`src/rtl/lkms_pkg.sv`:
```
// Shared types, constants, keymap and helper functions for the layered key matrix scanner.
package lkms_pkg;

    localparam int ROWS     = 4;
    localparam int COLS     = 6;
    localparam int NUM_POS  = ROWS * COLS;
    localparam int ROW_W    = $clog2(ROWS);
    localparam int COL_W    = $clog2(COLS);
    localparam int POS_W    = $clog2(NUM_POS);

    localparam int TIME_W   = 32;
    localparam int MASK_W   = 24;
    localparam int CODE_W   = 8;
    localparam int DEB_W    = 16;
    localparam int S_DATA_W = ((TIME_W + MASK_W + 7) / 8) * 8;
    localparam int TBL_DEPTH = 1 << CODE_W;

    localparam logic [DEB_W-1:0] DEB_RESET = 16'd160;

    localparam int QDEPTH = 2;
    localparam int QPTR_W = $clog2(QDEPTH);
    localparam int QCNT_W = $clog2(QDEPTH + 1);

    localparam logic [CODE_W-1:0] CODE_ALT  = 8'h82;
    localparam logic [CODE_W-1:0] CODE_GUI  = 8'h83;
    localparam logic [CODE_W-1:0] CODE_LYR  = 8'h4C;
    localparam logic [CODE_W-1:0] CODE_STAR = 8'h2A;
    localparam logic [CODE_W-1:0] CODE_X    = 8'h58;

    localparam int CHORD_ROW       = 3;
    localparam int CHORD_LEFT_COL  = 1;
    localparam int CHORD_RIGHT_COL = 2;
    localparam int ALT_ROW         = 2;
    localparam int ALT_COL         = 5;
    localparam int CHORD_A_POS     = CHORD_ROW * COLS + CHORD_LEFT_COL;
    localparam int CHORD_B_POS     = CHORD_ROW * COLS + CHORD_RIGHT_COL;
    localparam int ALT_POS         = ALT_ROW * COLS + ALT_COL;

    typedef enum logic [1:0] {
        ACT_PRESS   = 2'd0,
        ACT_RELEASE = 2'd1,
        ACT_TAP     = 2'd2
    } action_t;

    typedef enum logic [1:0] {
        EVT_NONE    = 2'd0,
        EVT_PRESS   = 2'd1,
        EVT_RELEASE = 2'd2
    } evt_t;

    typedef enum logic [1:0] {
        LYR_BASE = 2'd0,
        LYR_ONE  = 2'd1,
        LYR_TWO  = 2'd2
    } layer_t;

    typedef struct packed {
        logic [TIME_W-1:0] now;
        logic [MASK_W-1:0] mask;
        layer_t            layer;
        logic              both;
        evt_t              gui_evt;
        evt_t              alt_evt;
    } cmd_t;

    localparam int KM_LAYERS = 3;
    localparam int KM_ROWS   = 4;
    localparam int KM_COLS   = 6;

    localparam logic [CODE_W-1:0] KEYMAP [KM_LAYERS][KM_ROWS][KM_COLS] = '{
        '{
            '{8'h79, 8'h75, 8'h69, 8'h6F, 8'h70, 8'hB2},
            '{8'h68, 8'h6A, 8'h6B, 8'h6C, 8'h3B, 8'h27},
            '{8'h6E, 8'h6D, 8'h2C, 8'h2E, 8'h2F, 8'h82},
            '{8'h20, 8'h4C, 8'h58, 8'h2A, 8'h2A, 8'h2A}
        },
        '{
            '{8'h37, 8'h38, 8'h39, 8'h30, 8'h2D, 8'h3D},
            '{8'hD8, 8'hD9, 8'hDA, 8'hD7, 8'h2A, 8'h5C},
            '{8'h5B, 8'h5D, 8'hD2, 8'hD5, 8'hD3, 8'hD6},
            '{8'h20, 8'h4C, 8'h83, 8'h2A, 8'h2A, 8'h2A}
        },
        '{
            '{8'hC2, 8'hC3, 8'hC4, 8'hC5, 8'hC6, 8'hC7},
            '{8'hC8, 8'hC9, 8'hCA, 8'hCB, 8'hCC, 8'hCD},
            '{8'h2A, 8'h2A, 8'h2A, 8'h2A, 8'h2A, 8'h2A},
            '{8'h20, 8'h4C, 8'h58, 8'h2A, 8'h2A, 8'h2A}
        }
    };

    // positions outside the 4x6 table map to code 0
    function automatic logic [CODE_W-1:0] keymap_code(input layer_t lyr,
                                                      input logic [ROW_W-1:0] row,
                                                      input logic [COL_W-1:0] col);
        logic [CODE_W-1:0] code;
        code = '0;
        if (int'(lyr) < KM_LAYERS && int'(row) < KM_ROWS && int'(col) < KM_COLS)
        begin
            code = KEYMAP[lyr][row[1:0]][col[2:0]];
        end
        return code;
    endfunction

    function automatic logic is_special(input logic [CODE_W-1:0] code);
        return (code == CODE_ALT) || (code == CODE_GUI) || (code == CODE_LYR) ||
               (code == CODE_STAR) || (code == CODE_X);
    endfunction

    function automatic logic key_down(input logic [MASK_W-1:0] mask, input int pos);
        return |(mask & (MASK_W'(1) << pos));
    endfunction

endpackage

```
`src/rtl/lkms_queue.sv`:
```
// Short command queue between the front end and the walker.
module lkms_queue (
    input  logic           clk,
    input  logic           rst_n,
    input  logic           push,
    input  lkms_pkg::cmd_t push_cmd,
    output logic           full,
    input  logic           pop,
    output lkms_pkg::cmd_t pop_cmd,
    output logic           empty
);

    lkms_pkg::cmd_t                ent_reg [lkms_pkg::QDEPTH];
    logic [lkms_pkg::QPTR_W-1:0]   wr_ptr_reg, wr_ptr_next;
    logic [lkms_pkg::QPTR_W-1:0]   rd_ptr_reg, rd_ptr_next;
    logic [lkms_pkg::QCNT_W-1:0]   cnt_reg, cnt_next;
    logic                          do_push, do_pop;

    assign full    = (cnt_reg == lkms_pkg::QCNT_W'(lkms_pkg::QDEPTH));
    assign empty   = (cnt_reg == '0);
    assign do_push = push && !full;
    assign do_pop  = pop && !empty;
    assign pop_cmd = ent_reg[rd_ptr_reg];

    always_comb
    begin
        wr_ptr_next = wr_ptr_reg;
        rd_ptr_next = rd_ptr_reg;
        cnt_next    = cnt_reg;
        if (do_push)
        begin
            if (wr_ptr_reg == lkms_pkg::QPTR_W'(lkms_pkg::QDEPTH - 1))
            begin
                wr_ptr_next = '0;
            end
            else
            begin
                wr_ptr_next = wr_ptr_reg + 1'b1;
            end
        end
        if (do_pop)
        begin
            if (rd_ptr_reg == lkms_pkg::QPTR_W'(lkms_pkg::QDEPTH - 1))
            begin
                rd_ptr_next = '0;
            end
            else
            begin
                rd_ptr_next = rd_ptr_reg + 1'b1;
            end
        end
        if (do_push && !do_pop)
        begin
            cnt_next = cnt_reg + 1'b1;
        end
        else if (do_pop && !do_push)
        begin
            cnt_next = cnt_reg - 1'b1;
        end
    end

    always_ff @(posedge clk or negedge rst_n)
    begin
        if (!rst_n)
        begin
            wr_ptr_reg <= '0;
            rd_ptr_reg <= '0;
            cnt_reg    <= '0;
        end
        else
        begin
            wr_ptr_reg <= wr_ptr_next;
            rd_ptr_reg <= rd_ptr_next;
            cnt_reg    <= cnt_next;
        end
    end

    always_ff @(posedge clk)
    begin
        if (do_push)
        begin
            ent_reg[wr_ptr_reg] <= push_cmd;
        end
    end

endmodule

```
`config.mk`:
```
export PLATFORM = sky130hd
export DESIGN_NAME = lkms_queue
export DESIGN_NICKNAME = d
export VERILOG_FILES = /design/src/rtl/lkms_pkg.sv /design/src/rtl/lkms_queue.sv
export SDC_FILE = /design/constraint.sdc
export NUM_CORES = 1
export LEC_CHECK = 0
export BUFFER_PORTS_ARGS = -buffer_cell sky130_fd_sc_hd__buf_4
export CAP_MARGIN = 20
export CORE_ASPECT_RATIO = 0.8
export CORE_UTILIZATION = 38
export DETAILED_ROUTE_END_ITERATION = 8
export SYNTH_ARGS = -nofsm -noshare
export SYNTH_HDL_FRONTEND = slang
export SYNTH_SLANG_ARGS = --single-unit
```
`constraint.sdc`:
```
create_clock -name clk -period 4.9 [get_ports clk]
set_input_delay 0.735 -clock clk [delete_from_list [all_inputs] [get_ports clk]]
set_output_delay 0.735 -clock clk [all_outputs]
set_load 0.005 [all_outputs]
```
**Word level (Yosys, flattened, before mapping)**

Memories as Yosys holds them, arrays and structs flattened.
Cells that the tools add are included.

- Register bits: 4
- Bits in writable memories: 126
- Bits of input ports: 67
- Output and inout bits: 65
- Word-level logic and storage cells: 25
- Memories: 1

- $add $sub $neg: 4
- Equality and inequality tests: 1
- Muxes and demuxes: 6
- Reductions and logical operators: 10

Memories:

| name | depth | width | rd ports | clocked after Yosys merged registers in | write ports | RTL line | text |
|---|---|---|---|---|---|---|---|
| ent_reg | 2 | 63 | 1 | 0 | 1 | lkms_queue.sv:13 | `lkms_pkg::cmd_t ent_reg [lkms_pkg::QDEPTH];` |

Operators by type and width:

| kind | count |
|---|---|
| 1-bit logical AND | 4 |
| 1-bit zero test | 4 |
| 1-bit two-way mux | 4 |
| 2-bit two-way mux | 2 |
| 1-bit adder, second input constant | 2 |
| 2-bit by 1-bit adder with 2-bit output, second input constant | 1 |
| 2-bit equality test, second input constant | 1 |
| 2-bit zero test | 1 |
| 2-bit nonzero test | 1 |
| 2-bit by 1-bit subtractor with 2-bit output, second input constant | 1 |

**Depth between registers and ports, before layout**

- Depth after elaboration: 7
- Gate-level depth with buffers: 7
- Depth with buffers taken out: 7

**Worst setup path before layout**

No wires, ideal clock.

- Kind: input -> register
- From: input push
- To: memory ent_reg[0][0] (netlist bit), enable pin
- Library setup time: 0.484 ns
- Data arrival time: 3.458 ns
- Required time: 4.416 ns
- Path slack: 0.957 ns
- Stages: 2
- Path buffers: 0
- Path through: nand2_1 -> nor2_1

- Word-level cells in the longest chain between the ends: 3

Ends and longest elaborated chain:

| what | RTL line | text |
|---|---|---|
| start, declared | lkms_queue.sv:5 | `input logic push,` |
| 1-bit logical AND | lkms_queue.sv:21 | `assign do_push = push && !full;` |
| 1-bit two-way mux | lkms_queue.sv:80 | `if (do_push)` |
| 1-bit two-way mux (implied by the code) | lkms_queue.sv:82 | `ent_reg[wr_ptr_reg] <= push_cmd;` |
| end, declared | lkms_queue.sv:13 |  |

Every way passes these cells.

==> out/metrics.cfg <==
[synthesis]
synth_area_um2=5040
synth_top_area_share_pct=75.0
postSynthCellCount=215
synth_cell_types=15
yosys_register_bits=130
synth-async-reset-ratio_pct=3.08
synth_area_leader_cell=edfxtp_1
synth-seq-area-share_pct=77.0
synth_edf_count=126
synth_commonest_cells=126 x edfxtp_1, 59 x mux2_4, 6 x buf_12, 4 x dfrtp_1, 4 x mux2_2
ys_top_cells_by_area=edfxtp_1 75%, mux2_4 18%, buf_12 2.4%
yosys_warnings=0
avgSynthCellArea_um2=23.5
synth.most_common_cell=edfxtp_1
synth_flop_cell=edfxtp_1
syn-num-nets=283

[die]
die_x_um=131
start_util_pct=39.0
rows=37
ios=132
die-area_um2=13700
dieHeight_um=105
core_um2=12900

[timing]
relSlewSlack_pct=42.2
post-route-period-util_pct=56.8
fin_skew_ps=6.19
finalCriticalPeriod_ps=2780
rsz0062_at_grt=no
tns_ps=0
max_freq_mhz=359
setup_violations=0
worst_slew_pin_slew_ps=867
hold_viol_final=0
finalMaxSlewViolations=0

[clocking]
clockBufferDepth=2
cts_root_buf=clkbuf_16
clk-insertion-delay-late_ps=400
cts_made_buffers=17
cts.clk_slew.worst_paths_ps=50
post-cts-setup-buffers=0
cts_tree=built
cts_sinks=130
cts_resized=0
htreeDepth=4
hold_buffers=0

[route]
drtAntennaViolNets=0
drcViolationCount=0
wl_um=8520
drtPass1Iterations=4
routed-via-count=2384
drt_iter0_drc=134
wire_per_inst_um=15.5
via_per_inst=4.34

[global_route]
grt_pass1_vias=2391
antenna_found_initial=0
grt.total_usage_pct=13.0
grt_pass1_wl_um=12700
overflow=0
grt_max_degree=64

[setup_path]
cp_max_fo=24
cp_data_arrival_time_ps=2050
worstSetupPathType=flop to output port
crit_path_end_kind=output port
cp.required_ps=4160
startpoint_type=flop

[min_path]
hp-class=input port to asynchronous set/reset pin

[finish]
final_layout_size_suffix_gt1_share_pct=60.7
syn2layout_area_growth_pct=33.4
largest_reg_flops=126
antenna_cells=0
finalNetCount=430

[pwr]
total_power_mw=4.07
ir_drop_mv=0.392
p_per_area_nw_per_um2=605
p_leak_nw=2.70

[placement]
gp_congestion=0.683
hpwlAfterDp_um=5510
portBuffers=131

[run]
drv_cap=0

[outcome]
status=finished clean

==> cells by family (layout without fill, tap and decap cells) <==
logic type	count (synthesis)	after routing	synth area share, %
compound gates	1	1	0.0992
fa+ha+maj	1	1	0.248
buf+inv	9	168	2.75
simple gates	6	6	0.546
flops	130	130	77.0
xor+xnor	5	5	0.869
mux	63	63	18.5
==> worst max-delay path, cell delays in order, from the launching register on <==
cell and delay [ps]:
dfrtp_4 640, buf_4 470, mux2_2 380, buf_4 130
==> worst paths after layout <==
check	cells past startpoint	start	slack (ps)	end
setup / recovery	3	rd_ptr_reg	2120	pop_cmd[41]
setup reg to reg	3	cnt_reg[0]	2690	ent_reg[1][29]
max in group asynchronous	1	rst_n	4660	rd_ptr_reg
hold / removal	1	rst_n	130	cnt_reg[1]
min in group clk	1	push_cmd[28]	520	ent_reg[1][28]
hold reg to reg	1	cnt_reg[1]	530	cnt_reg[1]
==> stage by stage <==
step | util (%) | setup WS, ps | instance area (um2) | hold WS (ps) | cells
after floorplan | - | 957 | 5040 | 439 | 215
after detailed placement | 47.7 | 2410 | 6160 | 517 | 518
after global placement | 47.7 | 2410 | 6160 | 507 | 518
after CTS | 52.1 | 2060 | 6730 | 106 | 549
final | 52.1 | 2120 | 6730 | 126 | 549
after global routing | 52.1 | 2020 | 6730 | 101 | 549
==> metal layers <==
metal | vias to the layer above | global-route usage, % | share of wire [%]
li1 | 1142 | - | -
met1 | 1145 | 17.7 | 47
met2 | 89 | 18.0 | 44
met3 | 8 | 6.55 | 8.0
met4 | 0 | 3.69 | 0.75
met5 | - | 0 | 0
==> cells in the final DEF (no fill, tap or decap) <==
| cell | synthesis | routed |
|---|---|---|
| buf_4 | 0 | 135 |
| edfxtp_1 | 126 | 126 |
| mux2_4 | 59 | 59 |
| clkbuf_16 | 0 | 17 |
| mux2_2 | 4 | 4 |
| clkinv_1 | 0 | 4 |
| xnor2_1 | 3 | 3 |
| clkinv_2 | 0 | 3 |
| bufinv_16 | 0 | 3 |
| dfrtp_1 | 4 | 3 |
| inv_1 | 2 | 2 |
| nor2_1 | 3 | 2 |
| xor2_1 | 2 | 2 |
| clkinvlp_4 | 0 | 2 |
| nand2b_1 | 1 | 1 |
| nand2_1 | 1 | 1 |
| o21ai_1 | 1 | 1 |
| and3_2 | 0 | 1 |
| nor2_4 | 0 | 1 |
| ha_1 | 1 | 1 |
| clkinv_4 | 0 | 1 |
| clkbuf_1 | 0 | 1 |
| dfrtp_4 | 0 | 1 |
==> layout make-up <==
type / count / area, um2
Fill cell: 1072 / 6190
Tap cell: 175 / 219
Sequential cell: 130 / 3890
Clock buffer: 18 / 429
Clock inverter: 13 / 144
Inverter: 2 / 7.51
Multi-Input combinational cell: 76 / 1030
Timing Repair Buffer: 135 / 1010
==> where the power goes <==
part | total (mW) | internal, mW | switching (mW)
logic | 1.22 | 0.733 | 0.488
clock network | 1.21 | 0.787 | 0.428
registers | 1.63 | 1.53 | 0.106
total | 4.07 | 3.05 | 1.02
Power figures use the tool's default switching activity.
