$ cat src/rtl/lkms_pkg.sv
// Shared types, constants, keymap and helper functions for the layered key matrix scanner.
package lkms_pkg;

    localparam int ROWS     = 4;
    localparam int COLS     = 6;
    localparam int NUM_POS  = ROWS * COLS;
    localparam int ROW_W    = $clog2(ROWS);
    localparam int COL_W    = $clog2(COLS);
    localparam int POS_W    = $clog2(NUM_POS);

    localparam int TIME_W   = 32;
    localparam int MASK_W   = 24;
    localparam int CODE_W   = 8;
    localparam int DEB_W    = 16;
    localparam int S_DATA_W = ((TIME_W + MASK_W + 7) / 8) * 8;
    localparam int TBL_DEPTH = 1 << CODE_W;

    localparam logic [DEB_W-1:0] DEB_RESET = 16'd160;

    localparam int QDEPTH = 2;
    localparam int QPTR_W = $clog2(QDEPTH);
    localparam int QCNT_W = $clog2(QDEPTH + 1);

    localparam logic [CODE_W-1:0] CODE_ALT  = 8'h82;
    localparam logic [CODE_W-1:0] CODE_GUI  = 8'h83;
    localparam logic [CODE_W-1:0] CODE_LYR  = 8'h4C;
    localparam logic [CODE_W-1:0] CODE_STAR = 8'h2A;
    localparam logic [CODE_W-1:0] CODE_X    = 8'h58;

    localparam int CHORD_ROW       = 3;
    localparam int CHORD_LEFT_COL  = 1;
    localparam int CHORD_RIGHT_COL = 2;
    localparam int ALT_ROW         = 2;
    localparam int ALT_COL         = 5;
    localparam int CHORD_A_POS     = CHORD_ROW * COLS + CHORD_LEFT_COL;
    localparam int CHORD_B_POS     = CHORD_ROW * COLS + CHORD_RIGHT_COL;
    localparam int ALT_POS         = ALT_ROW * COLS + ALT_COL;

    typedef enum logic [1:0] {
        ACT_PRESS   = 2'd0,
        ACT_RELEASE = 2'd1,
        ACT_TAP     = 2'd2
    } action_t;

    typedef enum logic [1:0] {
        EVT_NONE    = 2'd0,
        EVT_PRESS   = 2'd1,
        EVT_RELEASE = 2'd2
    } evt_t;

    typedef enum logic [1:0] {
        LYR_BASE = 2'd0,
        LYR_ONE  = 2'd1,
        LYR_TWO  = 2'd2
    } layer_t;

    typedef struct packed {
        logic [TIME_W-1:0] now;
        logic [MASK_W-1:0] mask;
        layer_t            layer;
        logic              both;
        evt_t              gui_evt;
        evt_t              alt_evt;
    } cmd_t;

    localparam int KM_LAYERS = 3;
    localparam int KM_ROWS   = 4;
    localparam int KM_COLS   = 6;

    localparam logic [CODE_W-1:0] KEYMAP [KM_LAYERS][KM_ROWS][KM_COLS] = '{
        '{
            '{8'h79, 8'h75, 8'h69, 8'h6F, 8'h70, 8'hB2},
            '{8'h68, 8'h6A, 8'h6B, 8'h6C, 8'h3B, 8'h27},
            '{8'h6E, 8'h6D, 8'h2C, 8'h2E, 8'h2F, 8'h82},
            '{8'h20, 8'h4C, 8'h58, 8'h2A, 8'h2A, 8'h2A}
        },
        '{
            '{8'h37, 8'h38, 8'h39, 8'h30, 8'h2D, 8'h3D},
            '{8'hD8, 8'hD9, 8'hDA, 8'hD7, 8'h2A, 8'h5C},
            '{8'h5B, 8'h5D, 8'hD2, 8'hD5, 8'hD3, 8'hD6},
            '{8'h20, 8'h4C, 8'h83, 8'h2A, 8'h2A, 8'h2A}
        },
        '{
            '{8'hC2, 8'hC3, 8'hC4, 8'hC5, 8'hC6, 8'hC7},
            '{8'hC8, 8'hC9, 8'hCA, 8'hCB, 8'hCC, 8'hCD},
            '{8'h2A, 8'h2A, 8'h2A, 8'h2A, 8'h2A, 8'h2A},
            '{8'h20, 8'h4C, 8'h58, 8'h2A, 8'h2A, 8'h2A}
        }
    };

    // positions outside the 4x6 table map to code 0
    function automatic logic [CODE_W-1:0] keymap_code(input layer_t lyr,
                                                      input logic [ROW_W-1:0] row,
                                                      input logic [COL_W-1:0] col);
        logic [CODE_W-1:0] code;
        code = '0;
        if (int'(lyr) < KM_LAYERS && int'(row) < KM_ROWS && int'(col) < KM_COLS)
        begin
            code = KEYMAP[lyr][row[1:0]][col[2:0]];
        end
        return code;
    endfunction

    function automatic logic is_special(input logic [CODE_W-1:0] code);
        return (code == CODE_ALT) || (code == CODE_GUI) || (code == CODE_LYR) ||
               (code == CODE_STAR) || (code == CODE_X);
    endfunction

    function automatic logic key_down(input logic [MASK_W-1:0] mask, input int pos);
        return |(mask & (MASK_W'(1) << pos));
    endfunction

endpackage

$ cat src/rtl/lkms_front.sv
// Front end: takes scan words, resolves chord, layer and ALT keys, queues walk commands.
module lkms_front (
    input  logic                          clk,
    input  logic                          rst_n,
    input  logic                          s_tvalid,
    output logic                          s_tready,
    input  logic [lkms_pkg::S_DATA_W-1:0] s_tdata,
    input  logic [0:0]                    s_tuser,
    input  logic                          q_full,
    output logic                          q_push,
    output lkms_pkg::cmd_t                q_cmd
);

    logic gui_reg, gui_next;
    logic alt_reg, alt_next;
    logic l2_reg, l2_next;
    logic l1_on;

    logic [lkms_pkg::TIME_W-1:0] now;
    logic [lkms_pkg::MASK_W-1:0] mask;
    logic                        key_a, key_b, key_c;
    logic                        accept;
    lkms_pkg::evt_t              gui_evt, alt_evt;
    lkms_pkg::layer_t            layer;

    assign s_tready = !q_full;
    assign accept   = s_tvalid && s_tready;
    assign q_push   = accept && s_tuser[0];

    assign now   = s_tdata[lkms_pkg::TIME_W-1:0];
    assign mask  = s_tdata[lkms_pkg::TIME_W+lkms_pkg::MASK_W-1:lkms_pkg::TIME_W];
    assign key_a = lkms_pkg::key_down(mask, lkms_pkg::CHORD_A_POS);
    assign key_b = lkms_pkg::key_down(mask, lkms_pkg::CHORD_B_POS);
    assign key_c = lkms_pkg::key_down(mask, lkms_pkg::ALT_POS);

    always_comb
    begin
        gui_evt = lkms_pkg::EVT_NONE;
        alt_evt = lkms_pkg::EVT_NONE;

        if (key_a && key_b)
        begin
            if (!gui_reg)
            begin
                gui_evt = lkms_pkg::EVT_PRESS;
            end
            gui_next = 1'b1;
        end
        else
        begin
            if (gui_reg)
            begin
                gui_evt = lkms_pkg::EVT_RELEASE;
            end
            gui_next = 1'b0;
        end

        l1_on = key_a;

        if (!gui_next && key_b)
        begin
            l2_next = 1'b1;
        end
        else if (!key_b)
        begin
            l2_next = 1'b0;
        end
        else
        begin
            l2_next = l2_reg;
        end

        if (key_c && !l1_on && !l2_next)
        begin
            if (!alt_reg)
            begin
                alt_evt = lkms_pkg::EVT_PRESS;
            end
            alt_next = 1'b1;
        end
        else
        begin
            if (!key_c && alt_reg)
            begin
                alt_evt = lkms_pkg::EVT_RELEASE;
            end
            alt_next = 1'b0;
        end

        if (l1_on && !l2_next)
        begin
            layer = lkms_pkg::LYR_ONE;
        end
        else if (!l1_on && l2_next)
        begin
            layer = lkms_pkg::LYR_TWO;
        end
        else
        begin
            layer = lkms_pkg::LYR_BASE;
        end
    end

    always_comb
    begin
        q_cmd.now     = now;
        q_cmd.mask    = mask;
        q_cmd.layer   = layer;
        q_cmd.both    = l1_on && l2_next;
        q_cmd.gui_evt = gui_evt;
        q_cmd.alt_evt = alt_evt;
    end

    always_ff @(posedge clk or negedge rst_n)
    begin
        if (!rst_n)
        begin
            gui_reg <= 1'b0;
            alt_reg <= 1'b0;
            l2_reg  <= 1'b0;
        end
        else if (q_push)
        begin
            gui_reg <= gui_next;
            alt_reg <= alt_next;
            l2_reg  <= l2_next;
        end
    end

endmodule

$ cat config.mk
export PLATFORM = sky130hd
export DESIGN_NAME = lkms_front
export DESIGN_NICKNAME = d
export VERILOG_FILES = /design/src/rtl/lkms_pkg.sv /design/src/rtl/lkms_front.sv
export SDC_FILE = /design/constraint.sdc
export NUM_CORES = 1
export LEC_CHECK = 0
export ABC_CLOCK_PERIOD_IN_PS = 800
export CELL_PAD_IN_SITES_DETAIL_PLACEMENT = 1
export CELL_PAD_IN_SITES_GLOBAL_PLACEMENT = 1
export CORE_AREA = 2 2 49 51
export CTS_BUF_LIST = sky130_fd_sc_hd__clkbuf_8
export DETAILED_ROUTE_END_ITERATION = 10
export DIE_AREA = 0 0 51 53
export DONT_BUFFER_PORTS = 1
export HOLD_SLACK_MARGIN = 0.12
export PLACE_DENSITY_LB_ADDON = 0.1
export SLEW_MARGIN = 20
export SYNTH_ARGS = -nofsm -noshare
export SYNTH_HDL_FRONTEND = slang
export SYNTH_SLANG_ARGS = --single-unit
export TNS_END_PERCENT = 5
$ cat constraint.sdc
create_clock -name clk -period 0.8 [get_ports clk]
set_input_delay 0.04 -clock clk [delete_from_list [all_inputs] [get_ports clk]]
set_output_delay 0.04 -clock clk [all_outputs]
set_load 0.1 [all_outputs]
# After elaboration in Yosys (flattened, before gate mapping)
# Index checks and enable logic that the tools add are counted.
[totals] elab_cells=30 ram_bits=0 n_memories=0 rom_bits=0 input_bits=61 ff_bits=3 latchBits=0 out_inout_bits=65
[op_classes] n_eq_ne=0 n_reduce_logical=15 div_mod_pow=0 addsub=0 multipliers=0 n_lt_le_gt_ge=0 bitwise=0 n_mux=12 shifts=0
[ops] op="$mux W2" n=6
[ops] op="$logic_and A1 B1 Y1" n=10
[ops] op="$mux W1" n=6
[ops] op="$logic_not A1 Y1" n=5

# Logic depth before layout (Yosys ltp)
# Gate-level depths: netlist (run 1).
[logic_depth] depth_word=8 ltp_mapped=3 ltp_nobuf=2

# Worst setup path before layout (run 1)
# Ideal clock, no wire load.
[synth_timing] path_kind="register to output" start="register gui_reg" end="output q_cmd[3] in the netlist's numbering" path_buffers=0 t_required_ps=760 path_stages_with_launch=3 t_arrival_ps=1830 path_slack_ps=-1070 path_cell_list="dfrtp_1 > inv_1 > a21oi_1"
[synth_rtl] item="from (decl)" line_no="lkms_front.sv:14" source="logic gui_reg, gui_next;"
[synth_rtl] item="from (signal assigned)" line_no="lkms_front.sv:124" source="gui_reg <= gui_next;"
[synth_rtl] item="to (decl)" line_no="lkms_front.sv:11" source="output lkms_pkg::cmd_t q_cmd"

==> qor.yml, run 1 <==
outcome: "finished, violations left"
violations: "setup timing"
final_util_pct: 26.1
placed_cells: 59
cts_root_buf: "clkbuf_8"
portBuffers: 0
p_per_area_mw_per_mm2: 2090
met3_usage_pct: 5.08
cp.required_ns: 0.76
drt_first_pass_iters: 2
syn-cell-area_um2: 623
dp_hpwl_um: 872
rows: 17
drive_above_1_share_pct: 65.9
clock-sinks: 3
yosysTopAreaCell: "buf_4"
synth.top_cells.by_area: "buf_4 67%, dfrtp_1 12%, mux2_4 2.4%, and4bb_1 2.0%, nor2b_1 2.0%"
p_clk_share_pct: 35.7
grt_pass1_vias: 355
top_usage_layer: "met4"
finalHoldViolations: 0
cts_tree: "yes"
overflow: 0
synth.distinct_cells: 16
initial_core_util_pct: 29.0
syn_avg_cell_area_um2: 8.09
max_freq_ghz: 0.951
clock_path_buffers: 2
yosys_register_bits: 3
ant_nets: 0
hold_path_class: "primary input to output pin"
drtIter0Drc: 2
holdBufCountCts: 3
stdcell_count: 69
max_slew.worst_pin.slew_ns: 0.268
cellLeakagePower_nw: 0.246
drv_slew: 0
cp_max_fo: 2
p_int_uw: 727
htree_levels: 1
fin_nets: 103
seqPwrFrac_pct: 17.9
synthTopCellsByCount: "56 x buf_4, 3 x dfrtp_1, 3 x inv_1"
detail_route.drc_violations: 0
cp-start-kind: "register"
syn_nets: 138
syn2layout_area_growth_pct: -10.0
synth_flop_cell: "dfrtp_1"
drv_cap: 0
fin_crit_sh_pct: 131
setup_violations: 9
use_met2_pct: 11.7
numCtsBuffers: 3
grt_max_degree: 9
fin_ws_ns: -0.251
grt_pass1_wl_um: 1700
vias_per_cell: 4.45
p_comb_share_pct: 46.5
route.vias.total: 307
relSlewSlack_pct: 82.1
synth.top_cell.area_share_pct: 67.5
worst_setup_path_end_kind: "output pin"
rsz0062_at_grt: "yes"
die_h_um: 53
fp.coreArea_mm2: 0.00215
antenna_found_initial: 0
cp.arrival_ns: 1.01
clkTransAtPathRegs_ns: 0.03
min_period_ns: 1.05
pre_cts_ws_ns: -0.0403
dieArea_mm2: 0.00270
peakVddDrop_v: 0.000846
die_w_um: 51
yosysWarnings: 0
detail_route.wl_per_cell_um: 17.0
yosysMostFrequentCell: "buf_4"
skew_ns: 0
path_class: "register to output pin"
insertion_delay_ns: 0.21
synth-seq-area-share_pct: 12.0
n_antenna_cell: 0
grt_use_total_pct: 8.87
met1_usage_pct: 7.81
swShare_pct: 37.9
netSwitchingPower_uw: 443
boundaryPins: 126
wl_um: 1170
syn_inst: 77
synth_edf_count: 0
gp_congestion: 0.588
synthArstFlopShare_pct: 100
==> power groups by stage <==
stage,clock (mW),combinational (mW),sequential (mW)
finish,0.417,0.544,0.209
global route,0.451,0.561,0.213
CTS,0.432,0.532,0.208
detailed placement,0,0.489,0.211
global placement,0,0.486,0.207
floorplan,0,1.66,0.204
==> path summary, 6_finish.rpt <==
| kind | cells past startpoint | end | slack, ns | startpoint |
|---|---|---|---|---|
| hold / removal | 0 | q_cmd[33] | 0.08 | s_tdata[2] |
| setup reg to reg | 4 | gui_reg | -0.13 | gui_reg |
| max in group asynchronous | 1 | alt_reg | 0.53 | rst_n |
| setup / recovery | 3 | q_cmd[3] | -0.25 | gui_reg |
| min in group asynchronous | 1 | l2_reg | 0.09 | rst_n |
| hold reg to reg | 1 | alt_reg | 0.58 | alt_reg |
==> cell type report <==
type,count,area (um^2)
Tap cell,28,35.0
Sequential cell,3,76.3
Timing Repair Buffer,17,235
Clock buffer,3,41.3
Fill cell,240,1590
Multi-Input combinational cell,14,158
Clock inverter,1,3.75
Inverter,3,11.3
==> cell families (layout without fill, tap and decap cells) <==
| family | count (synthesis) | in the layout | share of synthesized area [%] |
|---|---|---|---|
| buffers and inverters | 60 | 24 | 71.1 |
| and+or+nand+nor | 9 | 9 | 9.44 |
| AOI/OAI and AO/OA | 3 | 3 | 3.41 |
| DFF | 3 | 3 | 12.0 |
| muxes | 2 | 2 | 4.02 |
==> placed cells by master (no fill, tap or decap), types with 2 or more instances in the layout <==
master / netlist / layout
buf_4: 56 / 6
dlygate4sd3_1: 0 / 3
inv_1: 3 / 3
buf_12: 0 / 8
nor2b_4: 0 / 2
dfrtp_1: 3 / 2
clkbuf_8: 0 / 3
==> metrics by stage <==
step	setup TNS (ns)	hold slack (ns)	area, um^2	power [mW]
6_report	-1.38	0.0800	561	1.17
5_1_grt	-1.70	0.0801	561	1.23
4_1_cts	-1.42	0.0807	548	1.17
3_5_place_dp	-0.122	-0.255	458	0.700
3_3_place_gp	-0.0255	-0.255	458	0.693
2_1_floorplan	-1.26	-0.256	672	1.86
==> routing by layer <==
metal / wire [um] / share of wire (%)
met1: 358 / 30
met2: 513 / 44
met3: 192 / 16
met4: 111 / 9.5
met5: 0 / 0
==> worst max-delay path, stage by stage (launching register included) <==
cell     delay (ns)
dfrtp_1        0.40
inv_2          0.07
a21oi_4        0.14
buf_12         0.19
==> repair_timing <==
item / 4_1_cts / 5_1_grt
endpoints found under the setup margin: 7 / 9
setup buffers: 2 / 1
pin swaps: 2 / 0
endpoints found under the hold margin: 61 / 59
gates resized for setup: 0 / 2
Power figures use the tool's default switching activity.
==> run 2: changes to the inputs <==
BUFFER_PORTS_ARGS = -buffer_cell sky130_fd_sc_hd__buf_2   (was not set)
CELL_PAD_IN_SITES_DETAIL_PLACEMENT = not set   (was 1)
CELL_PAD_IN_SITES_GLOBAL_PLACEMENT = not set   (was 1)
CORE_AREA = not set   (was 2 2 49 51)
CORE_ASPECT_RATIO = 0.6   (was not set)
CORE_UTILIZATION = 23   (was not set)
DIE_AREA = not set   (was 0 0 51 53)
DONT_BUFFER_PORTS = not set   (was 1)
PLACE_DENSITY = 0.79   (was not set)
PLACE_DENSITY_LB_ADDON = not set   (was 0.1)
==> run 2 against run 1 <==
The flow still finishes with violations (setup timing); die area is 8.3% higher; critical path depth fell by 1; core utilization grew 0.66 points; via count is 9.1% higher; global-route usage is 0.27 points higher; total power rose by 13%; non-clock buffer count grew 11.
==> qor.yml, run 2 (synthesized netlist as in run 1, its figures left out) <==
detail_route.drc_violations: 0  # unchanged
pre_cts_ws_ns: -0.0499  # was -0.0403 ns
fin_ws_ns: -0.259  # was -0.251 ns
cp_cell_sequence: "and3_4 > buf_12"  # was inv_2 > a21oi_4 > buf_12
insertion_delay_ns: 0.21  # about the same
cp-start-kind: "register"  # unchanged
grt_use_total_pct: 9.13  # was 8.87%
peakVddDrop_v: 0.000417  # was 0.000846 V
mostFrequentLayoutCell: "buf_12"  # unchanged
wl_um: 1280  # was 1170 um
mostFrequentLayoutCells: "12 x buf_12, 8 x buf_4, 7 x buf_2"  # was 8 x buf_12, 6 x buf_4, 3 x inv_1, 3 x clkbuf_8, 3 x dlygate4sd3_1
holdBufCountCts: 1  # was 3
portBuffers: 19  # was 0
p_total_mw: 1.32  # was 1.17 mW
drv_cap: 0  # unchanged
skew_ns: 0  # unchanged
drtIter0Drc: 9  # was 2
r2r_slack_ns: -0.15  # was -0.13 ns
vias_per_cell: 3.99  # was 4.45
drt_first_pass_iters: 4  # was 2
reg2reg_depth: 3  # was 4
violations: "setup timing"  # unchanged
numCtsBuffers: 3  # unchanged
clock-sinks: 3  # unchanged
die_h_um: 42.3  # was 53 um
rsz0062_at_grt: "yes"  # unchanged
drive_above_1_share_pct: 75.0  # was 65.9%
antenna_found_initial: 0  # unchanged
cp_max_fo: 3  # was 2
die_w_um: 69.2  # was 51 um
gp_congestion: 0.773  # was 0.588
fp.coreArea_mm2: 0.00254  # was 0.00215 mm^2
initial_core_util_pct: 24.5  # was 29.0%
rows: 14  # was 17
placedInstanceArea_um2: 608  # was 458 um^2
crit-reg2reg-launch: "l2_reg"  # was gui_reg
clkTransAtPathRegs_ns: 0.03  # about the same
ant_nets: 0  # unchanged
holdPathStages: 0  # unchanged
detail_route.wl_per_cell_um: 15.2  # was 17.0 um
final_util_pct: 26.7  # was 26.1%
max_freq_ghz: 0.945  # was 0.951 GHz
path_class: "register to output pin"  # unchanged
worst_setup_path_end_kind: "output pin"  # unchanged
n_antenna_cell: 0  # unchanged
worstHoldStart: "s_tdata[53]"  # was s_tdata[2]
cts_tree: "yes"  # unchanged
route.vias.total: 335  # was 307
htree_levels: 1  # unchanged
outcome: "finished, violations left"  # unchanged
fin_crit_sh_pct: 132  # was 131%
fin_nets: 114  # was 103
finalInstanceArea_um2: 679  # was 561 um^2
cp.required_ns: 0.76  # about the same
syn2layout_area_growth_pct: 9.04  # was -10.0%
boundaryPins: 126  # unchanged
min_period_ns: 1.06  # was 1.05 ns
cts_root_buf: "clkbuf_8"  # unchanged
fin_tns_setup_ns: -1.49  # was -1.38 ns
dieArea_mm2: 0.00293  # was 0.00270 mm^2
r2r-end: "l2_reg"  # was gui_reg
cp.arrival_ns: 1.02  # was 1.01 ns
stdcell_count: 84  # was 69
p_per_area_mw_per_mm2: 1940  # was 2090 mW/mm^2
grt_pass1_vias: 403  # was 355
hold_path_class: "primary input to output pin"  # unchanged
max_slew.worst_pin.slew_ns: 0.262  # was 0.268 ns
clock_path_buffers: 2  # unchanged
slowest_delay_ns: 0.41  # was 0.40 ns
setup_violations: 8  # was 9
finalHoldViolations: 0  # unchanged
drv_slew: 0  # unchanged
grt_pass1_wl_um: 2040  # was 1700 um
relSlewSlack_pct: 82.5  # was 82.1%
min_delay_worst_endpoint: "q_cmd[28]"  # was q_cmd[33]
placed_cells: 78  # was 59
worst_path_max_delay_cell: "dfrtp_1"  # unchanged
cellLeakagePower_nw: 0.315  # was 0.246 nW
grt_max_degree: 8  # was 9
overflow: 0  # unchanged
fin_hold_ws_ns: 0.0800  # about the same
## run 2: how the worst max path moves through the flow
stage / slack (ns) / startpoint / cells past startpoint / end
after CTS: -0.25 / l2_reg / 2 / q_cmd[4]
after global routing: -0.29 / gui_reg / 3 / q_cmd[3]
after floorplan: -0.22 / l2_reg / 1 / q_cmd[5]
after global placement: -0.04 / q_full / 3 / alt_reg
after detailed placement: -0.05 / q_full / 3 / alt_reg
final: -0.26 / l2_reg / 2 / q_cmd[4]
## run 2: area by class of cell
type / count / area (um^2)
clock inverter: 1 / 3.75
tap: 32 / 40.0
timing repair buffer: 28 / 345
multi-input combinational: 14 / 163
inverter: 3 / 11.3
fill: 267 / 1860
clock buffer: 3 / 41.3
sequential: 3 / 75.1
## run 2: worst max-delay path, delay by kind of cell, from the launching register on
kind                   cells  cell delay [ns]
flip-flops                 1             0.41
AND/OR/NAND/NOR            1             0.22
buffers and inverters      1             0.17
## run 2: routing by layer
layer	vias to the layer above	wire [um]	global-route usage, %
met5	-	0	5.56
met2	42	564	10.7
li1	133	-	-
met1	158	461	8.31
met3	2	250	10.6
met4	0	2	6.53
## run 2: timing repair
action / in CTS / in global routing
endpoints found under the hold margin: 56 / 53
pin swaps: 2 / 0
buffers inserted: 1 / 0
resized for setup: 1 / 1
setup endpoints to repair: 8 / 9
## run 2: where the power goes
part	total (mW)	internal, mW	switching, mW
logic	0.683	0.268	0.415
clock network	0.428	0.327	0.101
registers	0.209	0.177	0.0327
==> run 3: changes to the inputs <==
CORE_ASPECT_RATIO = 1.75   (was 0.6)
PLACE_DENSITY = 0.9   (was 0.79)
==> run 3 against run 2 <==
Sequential share of layout area about the same; the flow still finishes with violations (setup timing); clock power down 0.9%; first-iteration DRC count down 56%; critical path type unchanged; sequential cell count unchanged; cell area down 0.37%; via count up 3.9%; hold slack about the same; critical endpoint is now q_cmd[3]; die area about the same.
==> qor.yml, run 3 (synthesized netlist as in run 1, its figures left out) <==
drv_slew: 0  # unchanged
cts_root_buf: "clkbuf_8"  # unchanged
worst_setup_path_end_kind: "output pin"  # unchanged
die_h_um: 70.9  # was 42.3 um
insertion_delay_ns: 0.21  # about the same
gp_congestion: 0.697  # was 0.773
boundaryPins: 126  # unchanged
drv_cap: 0  # unchanged
grt_pass1_wl_um: 1940  # was 2040 um
max_slew.worst_pin.slew_ns: 0.272  # was 0.262 ns
detail_route.drc_violations: 0  # unchanged
setup_violations: 8  # unchanged
fin_nets: 114  # unchanged
placed_cells: 72  # was 78
n_antenna_cell: 0  # unchanged
critical_path_buf_inv_count: 2  # was 1
p_total_mw: 1.30  # was 1.32 mW
fin_ws_ns: -0.257  # was -0.259 ns
mostFrequentLayoutCells: "12 x buf_12, 7 x buf_2, 7 x buf_4"  # was 12 x buf_12, 8 x buf_4, 7 x buf_2
portBuffers: 19  # unchanged
overflow: 0  # unchanged
holdBufCountCts: 1  # unchanged
placedInstanceArea_um2: 601  # was 608 um^2
die_w_um: 41.3  # was 69.2 um
finalInstanceArea_um2: 677  # was 679 um^2
cp_max_fo: 2  # was 3
violations: "setup timing"  # unchanged
mostFrequentLayoutCell: "buf_12"  # unchanged
fp.coreArea_mm2: 0.00252  # was 0.00254 mm^2
ant_nets: 0  # unchanged
cp-start-kind: "register"  # unchanged
antenna_found_initial: 0  # unchanged
initial_core_util_pct: 24.7  # was 24.5%
drtIter0Drc: 4  # was 9
rsz0062_at_grt: "yes"  # unchanged
grt_max_degree: 7  # was 8
grt_use_total_pct: 10.6  # was 9.13%
skew_ns: 0  # unchanged
cp.required_ns: 0.76  # about the same
drt_first_pass_iters: 2  # was 4
peakVddDrop_v: 0.000948  # was 0.000417 V
htree_levels: 1  # unchanged
dieArea_mm2: 0.00293  # about the same
min_period_ns: 1.06  # about the same
cp.arrival_ns: 1.02  # about the same
clock-sinks: 3  # unchanged
hold_path_class: "primary input to output pin"  # unchanged
drive_above_1_share_pct: 76.9  # was 75.0%
finalHoldViolations: 0  # unchanged
clkTransAtPathRegs_ns: 0.03  # about the same
dp_hpwl_um: 1240
clock_path_buffers: 2  # unchanged
vias_per_cell: 4.46  # was 3.99
relSlewSlack_pct: 81.9  # was 82.5%
slowest_delay_ns: 0.40  # was 0.41 ns
stdcell_count: 78  # was 84
route.vias.total: 348  # was 335
p_per_area_mw_per_mm2: 1920  # was 1940 mW/mm^2
fin_crit_sh_pct: 132  # about the same
grt_pass1_vias: 368  # was 403
cellLeakagePower_nw: 0.316  # was 0.315 nW
path_class: "register to output pin"  # unchanged
fin_tns_setup_ns: -1.29  # was -1.49 ns
outcome: "finished, violations left"  # unchanged
crit_family: "flip-flops"  # unchanged
rows: 24  # was 14
numCtsBuffers: 3  # unchanged
wl_um: 1520  # was 1280 um
cp_cell_sequence: "inv_2 > a21oi_4 > buf_12"  # was and3_4 > buf_12
detail_route.wl_per_cell_um: 19.5  # was 15.2 um
cts_tree: "yes"  # unchanged
syn2layout_area_growth_pct: 8.63  # was 9.04%
fin_hold_ws_ns: 0.0800  # about the same
worst_path_max_delay_cell: "dfrtp_1"  # unchanged
max_freq_ghz: 0.946  # was 0.945 GHz
## run 3: cell count changes in the layout (fill, tap and decap cells not counted)
cell     delta
buf_6       +1
and3b_2     +1
buf_4       -1
and3b_1     -1
## run 3: area by class of cell
type	count	area, um^2
inverter	3	11.3
sequential	3	75.1
clock buffer	3	41.3
multi-input combinational	14	164
tap	26	32.5
clock inverter	1	3.75
timing repair buffer	28	349
fill	270	1850
## run 3: report_power, final
group	switching, mW	internal (mW)	total (mW)
clock network	0.0980	0.326	0.424
logic	0.409	0.261	0.671
registers	0.0302	0.177	0.207
## run 3: routing by layer
metal  track usage (%)  share of wire (%)
met1              7.77                 22
met4              19.4                 19
met3              8.46                 23
met2              10.9                 35
met5                 0                  0
## run 3: path summary, 6_finish.rpt
kind,startpoint,to,slack (ns),cells after the start
worst max-delay path,gui_reg,q_cmd[3],-0.26,3
worst min-delay path,s_tdata[38],q_cmd[13],0.08,0
worst max register to register,alt_reg,alt_reg,-0.02,1
worst min register to register,alt_reg,alt_reg,0.61,1
max in group asynchronous,rst_n,l2_reg,0.53,2
min in group asynchronous,rst_n,gui_reg,0.16,2
## run 3: timing repair
action                                  in CTS  in global routing
setup buffers                                0                  1
hold endpoints to repair                    56                 53
gates resized for setup                      1                  3
pin swaps                                    2                  1
endpoints found under the setup margin       7                  9
## run 3: stage by stage
step	utilization (%)	setup WS, ns
CTS	26.1	-0.261
global route	26.8	-0.271
detailed placement	23.8	-0.0827
global placement	23.8	-0.0991
finish	26.8	-0.257
floorplan	-	-0.219
